===== config.mk =====
export PLATFORM = sky130hd
export DESIGN_NAME = setlc_ram
export DESIGN_NICKNAME = d
export VERILOG_FILES = /design/src/hw/rtl/setlc_ram.sv
export SDC_FILE = /design/constraint.sdc
export NUM_CORES = 1
export LEC_CHECK = 0
export BUFFER_PORTS_ARGS = -buffer_cell sky130_fd_sc_hd__buf_2
export CAP_MARGIN = 20
export CORE_MARGIN = 2
export CORE_UTILIZATION = 54
export CTS_CLUSTER_SIZE = 40
export DETAILED_ROUTE_END_ITERATION = 8
export PLACE_DENSITY = 0.78
export SYNTH_ARGS = -nofsm -noshare
export SYNTH_HDL_FRONTEND = slang
export SYNTH_SLANG_ARGS = --single-unit

===== constraint.sdc =====
create_clock -name aclk -period 1.7 [get_ports aclk]
set_input_delay 0.255 -clock aclk [delete_from_list [all_inputs] [get_ports aclk]]
set_output_delay 0.255 -clock aclk [all_outputs]
set_load 0.1 [all_outputs]

===== src/hw/rtl/setlc_ram.sv =====
// Generic simple dual-port RAM: one write port, one read port, registered read.
// No dependencies.
module setlc_ram #(
    parameter int WIDTH = 8,
    parameter int DEPTH = 16
) (
    input  logic                     aclk,
    input  logic                     we,
    input  logic [$clog2(DEPTH)-1:0] waddr,
    input  logic [WIDTH-1:0]         wdata,
    input  logic                     re,
    input  logic [$clog2(DEPTH)-1:0] raddr,
    output logic [WIDTH-1:0]         rdata
);

    logic [WIDTH-1:0] mem [DEPTH];

    // Write and registered read
    always_ff @(posedge aclk) begin
        if (we) begin
            mem[waddr] <= wdata;
        end
        if (re) begin
            rdata <= mem[raddr];
        end
    end

endmodule


==> impl_metrics.yaml <==
status:
  status: "finished, final reports clean"
clock_tree:
  clockBufferDepth: 2
  worstSkewPairLatency_ns: 0.51
  post_cts_resized: 0
  cts_tree: "done"
  clk_transition_reported_paths_ns: 0.06
  holdBufCountCts: 0
  tritoncts.num_buffers: 17
  htree_levels: 4
  cts_setup_buffers: 0
  cts_sinks: 136
  ctsRootBufferMaster: "sky130_fd_sc_hd__clkbuf_8"
setup_path:
  critical_path.n_buffers_inverters: 1
  critical_path.cell_chain: "buf_2"
  timing.setup.critical_path_class: "register to output port"
  worstRegToRegCells: 3
  arrival_ns: 1.33
  crit_path_max_incr_delay_ns: 0.44
  worst_ep_required_time_ns: 1.44
  worst_setup_path_start_kind: "register"
  end_kind: "output port"
  critical_path_peak_fanout: 1
  crit_family: "buffers and inverters"
  critical_path_depth: 1
  cpMaxStageDelayCell: "sky130_fd_sc_hd__buf_2"
sta:
  fin_setup_tns_ns: 0
  holdWs_ns: 0.113
  skew_ns: 0.0117
  timing.final.crit_share: 0.930
  fin_ws_ns: 0.119
  tightest_slew_ns: 0.490
  timing.final.setup_violations: 0
  rsz_0062_raised_after_global_routing: "false"
  relative_slew_margins: 0.676
  timing_hold_violations_final: 0
  finalWorstPathRequiredPeriod_ns: 1.58
  max_freq_mhz: 633
  final_count_of_pins_violating_max_slew: 0
synthesis:
  netlist_area_um2: 5230
  synth.yosys.warnings: 0
  postSynthNetCount: 248
  post_synth_num_cell_types: 18
  synthesis.instances: 229
  ys_ff_latch: 136
  synth.yosys.seq_area_share: 0.781
  post_syn_area_per_cell_um2: 22.8
finish:
  fin_util: 0.667
  syn2layout_area_growth_pct: 19.0
  commonest_non_fill_non_tap_cells_in_the_layout: "sky130_fd_sc_hd__edfxtp_1 (136), sky130_fd_sc_hd__buf_2 (26), sky130_fd_sc_hd__buf_4 (23), sky130_fd_sc_hd__mux4_2 (18)"
  net_count_final: 309
  antenna-diode-count: 0
  layout-drive-gt1-share: 0.330
  mostFrequentLayoutCell: "sky130_fd_sc_hd__edfxtp_1"
floorplanning:
  die_w_um: 102
  std_cell_rows: 35
  core-area_um2: 9330
  die_area_um2: 10500
  boundaryPins: 27
  y_dimension_of_the_die_um: 102
  floorplan.initialDensity: 0.560
placement:
  placement.setup.worst_slack_ns: -0.0983
  buffer_ports.inserted: 26
  gp_congestion: 0.758
  place_hpwl_mm: 6.19
detailed_routing:
  number_of_optimization_iterations_in_the_first_detailed_route_pass: 4
  postRouteAntennaNets: 0
  detail_route.vias_per_cell: 5.78
  detailedRoute.firstIterationViolations: 272
  detailroute.via_count: 2495
  wl_mm: 9.97
  drt_drc_violations_left: 0
  wl_per_cell_um: 23.1
pwr:
  power.density_nw_per_um2: 1230
  worst_ir_drop_vdd_mv: 0.832
  total_leakage_power_nw: 2.12
run:
  drv_cap: 0
global_route:
  grt.overflow.total: 0
  grt_pass1_vias: 2619
  grt_start_max_net_pins: 21
  grt_pass1_wl_mm: 15.3
  global_route_total_usage_across_every_layer: 0.219
  grt_antenna_before_repair: 0
min_path:
  min-delay-path-class: "primary input to register"
  holdPathStages: 1
## kinds of logic after synthesis
family / count (synthesis) / share of synthesized area
AO/OA/AOI/OAI: 16 / 0.0230
buffers and inverters: 10 / 0.0165
flip-flops: 136 / 0.781
multiplexers: 32 / 0.148
AND/OR/NAND/NOR: 35 / 0.0314
## flip-flops by register name, indices dropped and copies added, names as in the netlist
signal / cells
rdata: 8
mem: 128
## synth_stat cells (all sizes together)
master | n | share of area
nand3 | 1 | 0.00096
mux4 | 32 | 0.15
or3b | 1 | 0.0017
and2 | 1 | 0.0012
nor2 | 13 | 0.0093
and2b | 1 | 0.0014
nor3 | 4 | 0.0038
edfxtp | 136 | 0.78
buf | 7 | 0.011
nor2b | 1 | 0.0012
nand3b | 2 | 0.0029
a22oi | 16 | 0.023
clkdlybuf4s25 | 3 | 0.0057
nand2b | 2 | 0.0024
nand2 | 9 | 0.0065
## final timing paths
kind	end	startpoint	slack [ns]
worst min-delay path	rdata[3]	re	0.11
worst max-delay path	rdata[1]	rdata[1]	0.12
worst min register to register	rdata[1]	mem[7][1]	0.75
worst max register to register	rdata[2]	mem[9][2]	0.15
## layer usage
metal  vias to the layer above  global-route usage  routed length (um)
li1                       1103                   -                   -
met1                      1254               0.311                3930
met2                       134               0.327                5000
met3                         4              0.0691                 968
met4                         0              0.0749                  65
met5                         -                   0                   0
## per-stage QoR
step / std cells / area, um^2 / total power [mW]
3_3_place_gp: 400 / 5670 / 4.33
6_report: 432 / 6220 / 7.67
4_1_cts: 432 / 6220 / 7.73
5_1_grt: 432 / 6220 / 7.92
3_5_place_dp: 400 / 5670 / 4.35
2_1_floorplan: 229 / 5230 / 4.17
## power breakdown
part | switching [mW] | internal, mW | total, mW
Sequential | 0.0203 | 3.78 | 3.80
Combinational | 0.318 | 0.161 | 0.479
Clock | 1.32 | 2.07 | 3.39
## final cells by class
cell class | count | area (um^2)
clock buffers | 19 | 422
clock inverters | 13 | 130
fillers | 571 | 3110
multi-input cells | 83 | 1060
flip-flops and latches | 136 | 4080
well taps | 129 | 161
repair buffers | 52 | 363
No activity file was read; power rests on OpenSTA's default activity.
