File: config.mk
export PLATFORM = sky130hd
export DESIGN_NAME = setlc_engine
export DESIGN_NICKNAME = d
export VERILOG_FILES = /design/src/hw/rtl/setlc_pkg.sv /design/src/hw/rtl/setlc_engine.sv
export SDC_FILE = /design/constraint.sdc
export NUM_CORES = 1
export LEC_CHECK = 0
export ABC_AREA = 0
export BUFFER_PORTS_ARGS = -buffer_cell sky130_fd_sc_hd__buf_2
export CORE_ASPECT_RATIO = 1.25
export CORE_MARGIN = 5
export CORE_UTILIZATION = 38
export CTS_BUF_LIST = sky130_fd_sc_hd__clkbuf_4 sky130_fd_sc_hd__clkbuf_8
export CTS_CLUSTER_DIAMETER = 40
export DETAILED_ROUTE_END_ITERATION = 8
export GPL_TIMING_DRIVEN = 0
export SLEW_MARGIN = 30
export SYNTH_ARGS = -nofsm -noshare
export SYNTH_HDL_FRONTEND = slang
export SYNTH_SLANG_ARGS = --single-unit
export TNS_END_PERCENT = 30
File: constraint.sdc
create_clock -name aclk -period 6.9 [get_ports aclk]
set_input_delay 0.69 -clock aclk [delete_from_list [all_inputs] [get_ports aclk]]
set_output_delay 0.69 -clock aclk [all_outputs]
set_load 0.1 [all_outputs]
File: src/hw/rtl/setlc_pkg.sv
// Shared types and constants for the sorted extent table link counter.
// Used by the search/insert engine and the top level; no dependencies.
package setlc_pkg;

    // Table geometry
    localparam int TABLE_DEPTH = 1024;
    localparam int IDX_W       = $clog2(TABLE_DEPTH);
    localparam int CNT_W       = IDX_W + 1;

    // Field widths
    localparam int PART_W      = 16;
    localparam int BLOCK_W     = 32;
    localparam int LEN_W       = 30;
    localparam int KEY_W       = PART_W + BLOCK_W;
    localparam int LINK_W      = 16;
    localparam int STATUS_W    = 2;
    localparam int OUT_IDX_W   = 10;
    localparam int ENTRY_W     = LINK_W + KEY_W;

    // Stream packing widths
    localparam int S_TDATA_W   = 80;
    localparam int M_TDATA_W   = 32;

    localparam logic [LINK_W-1:0] LINK_MAX = {LINK_W{1'b1}};

    // Result status codes
    typedef enum logic [STATUS_W-1:0] {
        STATUS_IGNORED  = 2'd0,
        STATUS_FOUND    = 2'd1,
        STATUS_INSERTED = 2'd2,
        STATUS_FULL     = 2'd3
    } status_t;

    // Request handed from the input stage to the engine
    typedef struct packed {
        logic [KEY_W-1:0] key;
        logic             link;
        logic             zero_len;
    } req_t;

    // Result handed from the engine to the output stage
    typedef struct packed {
        status_t              status;
        logic [OUT_IDX_W-1:0] index;
        logic [LINK_W-1:0]    link_total;
    } res_t;

endpackage

File: src/hw/rtl/setlc_engine.sv
// Search and insert sequencer: binary search, then update, shift or place.
// Depends on setlc_pkg and drives one setlc_ram holding {link, key} entries.
module setlc_engine
    import setlc_pkg::*;
(
    input  logic               aclk,
    input  logic               aresetn,
    input  logic               req_valid,
    output logic               req_ready,
    input  req_t               req,
    output logic               res_valid,
    input  logic               res_ready,
    output res_t               res,
    output logic               ram_we,
    output logic [IDX_W-1:0]   ram_waddr,
    output logic [ENTRY_W-1:0] ram_wdata,
    output logic               ram_re,
    output logic [IDX_W-1:0]   ram_raddr,
    input  logic [ENTRY_W-1:0] ram_rdata
);

    typedef enum logic [2:0] {
        ST_IDLE,
        ST_PROBE,
        ST_PROBE_WAIT,
        ST_CHECK_WAIT,
        ST_SHIFT,
        ST_PLACE,
        ST_DONE
    } state_t;

    state_t             state_reg, state_next;
    logic [CNT_W-1:0]   count_reg, count_next;
    logic [CNT_W-1:0]   lo_reg, lo_next;
    logic [CNT_W-1:0]   hi_reg, hi_next;
    logic [CNT_W-1:0]   mid_reg, mid_next;
    logic [CNT_W-1:0]   sptr_reg, sptr_next;
    logic [KEY_W-1:0]   key_reg, key_next;
    logic               link_reg, link_next;
    res_t               res_reg, res_next;

    logic [KEY_W-1:0]   rd_key;
    logic [LINK_W-1:0]  rd_link;
    logic [CNT_W-1:0]   mid_calc;
    logic [CNT_W-1:0]   last_idx;
    logic [LINK_W-1:0]  link_bumped;
    logic               hit;

    assign rd_key   = ram_rdata[KEY_W-1:0];
    assign rd_link  = ram_rdata[ENTRY_W-1:KEY_W];
    assign mid_calc = lo_reg + ((hi_reg - lo_reg) >> 1);
    assign last_idx = count_reg - CNT_W'(1);
    assign hit      = (lo_reg < count_reg) && (rd_key == key_reg);

    // Saturating link increment
    assign link_bumped = (link_reg && rd_link != LINK_MAX) ? rd_link + LINK_W'(1) : rd_link;

    assign req_ready = (state_reg == ST_IDLE);
    assign res_valid = (state_reg == ST_DONE);
    assign res       = res_reg;

    // Sequencer next state and memory control
    always_comb begin
        state_next = state_reg;
        count_next = count_reg;
        lo_next    = lo_reg;
        hi_next    = hi_reg;
        mid_next   = mid_reg;
        sptr_next  = sptr_reg;
        key_next   = key_reg;
        link_next  = link_reg;
        res_next   = res_reg;
        ram_we     = 1'b0;
        ram_waddr  = '0;
        ram_wdata  = '0;
        ram_re     = 1'b0;
        ram_raddr  = '0;

        unique case (state_reg)
            ST_IDLE: begin
                if (req_valid) begin
                    key_next  = req.key;
                    link_next = req.link;
                    lo_next   = '0;
                    hi_next   = count_reg;
                    if (req.zero_len) begin
                        res_next   = '{status: STATUS_IGNORED, index: '0, link_total: '0};
                        state_next = ST_DONE;
                    end else begin
                        state_next = ST_PROBE;
                    end
                end
            end

            ST_PROBE: begin
                if (lo_reg < hi_reg) begin
                    ram_re     = 1'b1;
                    ram_raddr  = mid_calc[IDX_W-1:0];
                    mid_next   = mid_calc;
                    state_next = ST_PROBE_WAIT;
                end else begin
                    // Fetch the lower-bound entry for the match check
                    ram_re     = (lo_reg < count_reg);
                    ram_raddr  = lo_reg[IDX_W-1:0];
                    state_next = ST_CHECK_WAIT;
                end
            end

            ST_PROBE_WAIT: begin
                if (rd_key < key_reg) begin
                    lo_next = mid_reg + CNT_W'(1);
                end else begin
                    hi_next = mid_reg;
                end
                state_next = ST_PROBE;
            end

            ST_CHECK_WAIT: begin
                if (hit) begin
                    ram_we     = 1'b1;
                    ram_waddr  = lo_reg[IDX_W-1:0];
                    ram_wdata  = {link_bumped, rd_key};
                    res_next   = '{status: STATUS_FOUND, index: OUT_IDX_W'(lo_reg),
                                   link_total: link_bumped};
                    state_next = ST_DONE;
                end else if (count_reg == CNT_W'(TABLE_DEPTH)) begin
                    res_next   = '{status: STATUS_FULL, index: '0, link_total: '0};
                    state_next = ST_DONE;
                end else if (lo_reg == count_reg) begin
                    state_next = ST_PLACE;
                end else begin
                    // Start moving entries up from the top end
                    ram_re     = 1'b1;
                    ram_raddr  = last_idx[IDX_W-1:0];
                    sptr_next  = last_idx;
                    state_next = ST_SHIFT;
                end
            end

            ST_SHIFT: begin
                ram_we    = 1'b1;
                ram_waddr = IDX_W'(sptr_reg + CNT_W'(1));
                ram_wdata = ram_rdata;
                if (sptr_reg == lo_reg) begin
                    state_next = ST_PLACE;
                end else begin
                    ram_re     = 1'b1;
                    ram_raddr  = IDX_W'(sptr_reg - CNT_W'(1));
                    sptr_next  = sptr_reg - CNT_W'(1);
                end
            end

            ST_PLACE: begin
                ram_we     = 1'b1;
                ram_waddr  = lo_reg[IDX_W-1:0];
                ram_wdata  = {LINK_W'(link_reg), key_reg};
                count_next = count_reg + CNT_W'(1);
                res_next   = '{status: STATUS_INSERTED, index: OUT_IDX_W'(lo_reg),
                               link_total: LINK_W'(link_reg)};
                state_next = ST_DONE;
            end

            ST_DONE: begin
                if (res_ready) begin
                    state_next = ST_IDLE;
                end
            end

            default: begin
                state_next = ST_IDLE;
            end
        endcase
    end

    // Hold state, counters and the result
    always_ff @(posedge aclk) begin
        if (!aresetn) begin
            state_reg <= ST_IDLE;
            count_reg <= '0;
        end else begin
            state_reg <= state_next;
            count_reg <= count_next;
        end
        lo_reg   <= lo_next;
        hi_reg   <= hi_next;
        mid_reg  <= mid_next;
        sptr_reg <= sptr_next;
        key_reg  <= key_next;
        link_reg <= link_next;
        res_reg  <= res_next;
    end

endmodule

==> results.md <==
- The flow ran to the end, and the final reports show no timing, DRC or antenna violations.
- Dividing the detail-routed wire length by the instance count gives about 18 um.
- The via count of the first global-routing pass is roughly 8,600.
- Fill cells in the final layout number ~2,500.
- The path depth of the worst reg2reg path is 12.
- The overall fraction of global-route tracks in use is around a fifth.
- The routing layer with the top usage in global route is met2.
- Clock latency on the worst-skew pair, taken at its later pin, is 0.46 ns.
- The met2 track demand over resource in global routing is 34.7%.
- By area, the combinational part of the netlist is dominated by compound AO/OA/AOI/OAI gates.
- For the pin with the worst max-slew slack, the measured transition is 0.878 ns.
- The met1 track demand over resource is roughly 23%.
- The post-synthesis share of cell area spent on xor and xnor gates is under 10%.
- The maximum frequency from static timing analysis is around 0.18 GHz.
- The final count of hold timing violations is 0.
- During placement, the flow inserted port buffers numbering between 200 and 250.
- In the layout the commonest cells are 239 x buf_2, 121 x edfxtp_1, 87 x inv_1.
- The ratio of cells with drive above 1 in the final layout is between 20% and 30%.
- The worst hold path belongs to the class in -> reg.
- The count of final setup violators is 0.
- The count of nets left with antenna violations once routing finished came out at 0.
- The floorplan step defined a core boundary enclosing ~0.025 mm^2.
- Setup repair after global routing left no endpoint under its margin.
- The area of the mapped netlist is roughly 0.01 mm^2.
- The number of DRC violations after detailed routing is 0.
- The proportion of register bits with asynchronous set or reset after synthesis is 0%.
- The register with the most flip-flops in the layout has 48 of them.
- The tool flagged a number of max-cap violations equal to 0.
- The cell repeated most along the worst path is a21o_1.
- The library cell used most frequently in the layout, excluding fill and tap cells, is buf_2.
- The vertical die dimension is ~190 um.
- The number of detailed-route iterations in the first pass is 5.
- The sequential-to-total area share from yosys stat is between 40% and 50%.
- The total power per unit cell area is around 480 mW/mm^2.
- The unique cell type count in the Yosys netlist is 73.
- Summing the areas of all compound-gate instances in the mapped netlist gives roughly a fifth of the synthesized area.
- The worst path buffer plus inverter count is 2.
- The worst setup path is launched from a flip-flop.
- The post-synth net total is ~1,200.
- The worst pin sits at a relative slew slack of 41.1%.
- Once placement finished, the instance area stood at between 0.01 and 0.015 mm^2.
- The most used flip-flop cell after synthesis is edfxtp_1.
- A synthesized cell averages roughly 9.8 um^2.
- The initial antenna violation count is 1.
- Clock-pin slew was measured on the worst setup and hold paths at around 0.09 ns.
- Walking the worst path, the cells encountered are inv_1 > fa_1 > a21o_1 > a21oi_1 > o211ai_1 > nand2_1 > xnor2_1 > ha_1 > or2_2 > a21o_1 > o2111a_1 > a211oi_1 > a211o_1 > buf_2.
- The residual overflow from global routing is 0.
- The mux share of post-synthesis cell area is under 10%.
- The horizontal die dimension is between 150 and 200 um.
- After detailed routing, the number of vias per cell comes to 5.24.
- Gates resized during post-CTS repair numbered 0.
- Across the VDD grid, the largest voltage drop is 0.000179 V.
- The clock tree root driver cell is clkbuf_8.
- The post-synthesis cell count is 991.
- The number of max-slew violations in the final report is 0.
- The initial standard-cell utilization of the core is around two fifths.
- The biggest cell delay along the critical path is between 0.7 and 0.8 ns.
- The shortest clock period the worst path allows after layout is between 5 and 6 ns.
- The first global-routing pass estimated approximately 45,000 um of wire.
- The static power due to leakage is 0.00526 uW.
- Global routing consumed, on the met3 layer, approximately 5.2% of the routing resources.
- Entering global routing, the biggest net connects 48 pins.
- The number of H-tree levels is 4.
- In this run the count of I/O pins placed on the die edge is about 230.
- Wires add up to roughly 29,000 um.
- The startpoint identified for the worst register-to-register timing path is lo_reg[1]$_SDFFCE_PN0P_.
- Setup slack on the worst reg-to-reg path comes out at 2.88 ns.
- The category of the worst setup path capture point is a primary output.
- The required time of the critical path is around 6.2 ns.
- The largest fanout of any net on the critical path is 5.
- The post-placement worst setup slack is between 1.5 and 2 ns.
- The TritonCTS buffer count is 17.
- The signed area change from the synthesized netlist to the final layout is 21.3%.
- Across the whole layout, storage elements account for between 0.003 and 0.004 mm^2.
- In the final layout, the multi-input gates occupy 0.00530 mm^2.
- The die covers between 0.02 and 0.03 mm^2.
- No sink is reached through more buffers than the 2 on the longest clock path.
- The clock sink total is between 100 and 150.
- Summing the areas of all and, or, nand and nor instances in the mapped netlist gives roughly 16% of the synthesized area.
- The placer's final routability congestion estimate is around 0.9.
- The register bit count reported by yosys is between 100 and 150.
- The number of enable-type register cells in the synthesized netlist is 121.
- Row generation in the floorplan step produced 65 rows.
- The kind of critical path is reg -> out.
- The number of nets in the finished design is 1,450.
- The final instance area is about 0.012 mm^2.
- In this run the post-CTS setup repair buffer count came out at 0.
- The worst hold path terminates at key_reg[8]$_DFFE_PP_.
- The final setup TNS is 0 ns.
- The startpoint identified for the worst hold timing path is req[10].
- The worst register-to-register path ends at mid_reg[9]$_DFFE_PP_.
- The hold-critical path depth is 1.
- Measured on the finished design, the core utilization comes to 46.7%.
- Among all stages on the critical path, the largest delay is contributed by a211oi_1.
- Summed over all nets, the half-perimeter wirelength after detailed placement is around 23,000 um.
- The setup skew after layout is 0.0169 ns.
- The first routing iteration left 350 violations.
- The area share of fa/ha/maj cells after synthesis is 11.5%.
- The worst path meets setup with 1.33 ns of slack.
- The number of warnings issued by yosys is 0.
- Data on the critical path arrives at its endpoint at approximately 5 ns.
- The family with the most delay on the worst path is compound AO/OA/AOI/OAI gates.
- TritonCTS built the clock tree.
- Overall power consumption after layout is estimated at 5660 uW.
- The final clock period utilization by the worst path is between 80 and 90%.
- The total via count after detailed routing is around 8,300.
- The number of buffers inserted for hold repair after clock tree synthesis is 0.
-- worst reg2reg max path, stage by stage (launching register included) --
cell and delay (ns):
edfxtp_1 0.47, inv_1 0.19, fa_1 0.49, a21o_1 0.18, a21oi_1 0.29, o211ai_1 0.19, nand2_1 0.11, xnor2_1 0.13
ha_1 0.30, or2_2 0.32, a21o_1 0.18, o2111a_1 0.13, a211oi_1 0.73
-- power by group --
group          leakage (uW)  internal (uW)  total (uW)  switching (uW)
Sequential          0.00125           1180        1310             129
Combinational       0.00380            990        3620            2630
Clock              0.000211            400         732             332
Total               0.00526           2570        5660            3090
-- worst max-delay path by stage --
stage / start / depth (start not counted) / endpoint / slack [ns]
final: lo_reg[1]$_SDFFCE_PN0P_ / 14 / ram_raddr[9] / 1.33
after floorplan: state_reg[2]$_SDFFE_PN0P_ / 4 / hi_reg[0]$_DFFE_PP_ / 1.76
after CTS: lo_reg[1]$_SDFFCE_PN0P_ / 14 / ram_raddr[9] / 1.27
after global placement: lo_reg[4]$_SDFFCE_PN0P_ / 14 / ram_raddr[9] / 1.80
after global routing: lo_reg[2]$_SDFFCE_PN0P_ / 14 / ram_raddr[9] / 1.06
after detailed placement: lo_reg[1]$_SDFFCE_PN0P_ / 14 / ram_raddr[9] / 1.82
-- cell type report --
type                       count  share of cell area, %
buffer                        42                   1.83
clock buffer                  19                   2.11
sequential                   135                   33.1
inverter                      88                   2.80
antenna                        1                 0.0212
clock inverter                12                   1.48
timing repair buffer         234                   10.2
tap                          335                   3.55
multi-input combinational    726                   44.9
-- cells in the mapped netlist, types with 6 or more instances --
master    instances  area share, %
a211oi_1          7           0.54
a21o_1           28            2.2
a21oi_1          47            2.4
a21oi_2           9           0.81
a22o_1           48            4.3
a31oi_1           9           0.58
and2_1           17            1.1
and3_1           16            1.0
buf_2             7           0.36
clkbuf_1         24           0.93
dfxtp_1          14            2.9
edfxtp_1        121             37
ha_1             86             11
inv_1            87            3.4
mux2i_1          12            1.2
nand2_1          71            2.7
nand2b_1          8           0.51
nand3_1          25            1.3
nand4_1          27            1.7
nor2_1           66            2.5
nor2b_1           6           0.39
nor3_1           22            1.1
nor4_1            7           0.45
o21a_1           10           0.77
o21ai_0          42            2.2
o221ai_1          8           0.72
or3_1             6           0.39
xnor2_1          55            4.9
xor2_1           24            2.2
-- through the flow --
| stage | hold WS, ns | instances |
|---|---|---|
| after floorplan | 0.486 | 991 |
| after global placement | 0.516 | 1558 |
| after detailed placement | 0.516 | 1560 |
| after CTS | 0.377 | 1591 |
| after global routing | 0.370 | 1591 |
| final | 0.403 | 1592 |
-- metal layers --
| metal | share of wire [%] | up-vias | wire, um |
|---|---|---|---|
| met2 | 49 | 275 | 14300 |
| met5 | 0 | - | 0 |
| met3 | 6.8 | 37 | 1980 |
| li1 | - | 4145 | - |
| met4 | 3.3 | 0 | 974 |
| met1 | 41 | 3888 | 11900 |
-- logic make-up after synthesis --
kind of cell	Yosys count
compound gates	251
xor+xnor	79
fa+ha+maj	88
buf+inv	130
flops	135
mux	12
simple gates	296
Note: power is estimated with default switching activity, not from simulation.
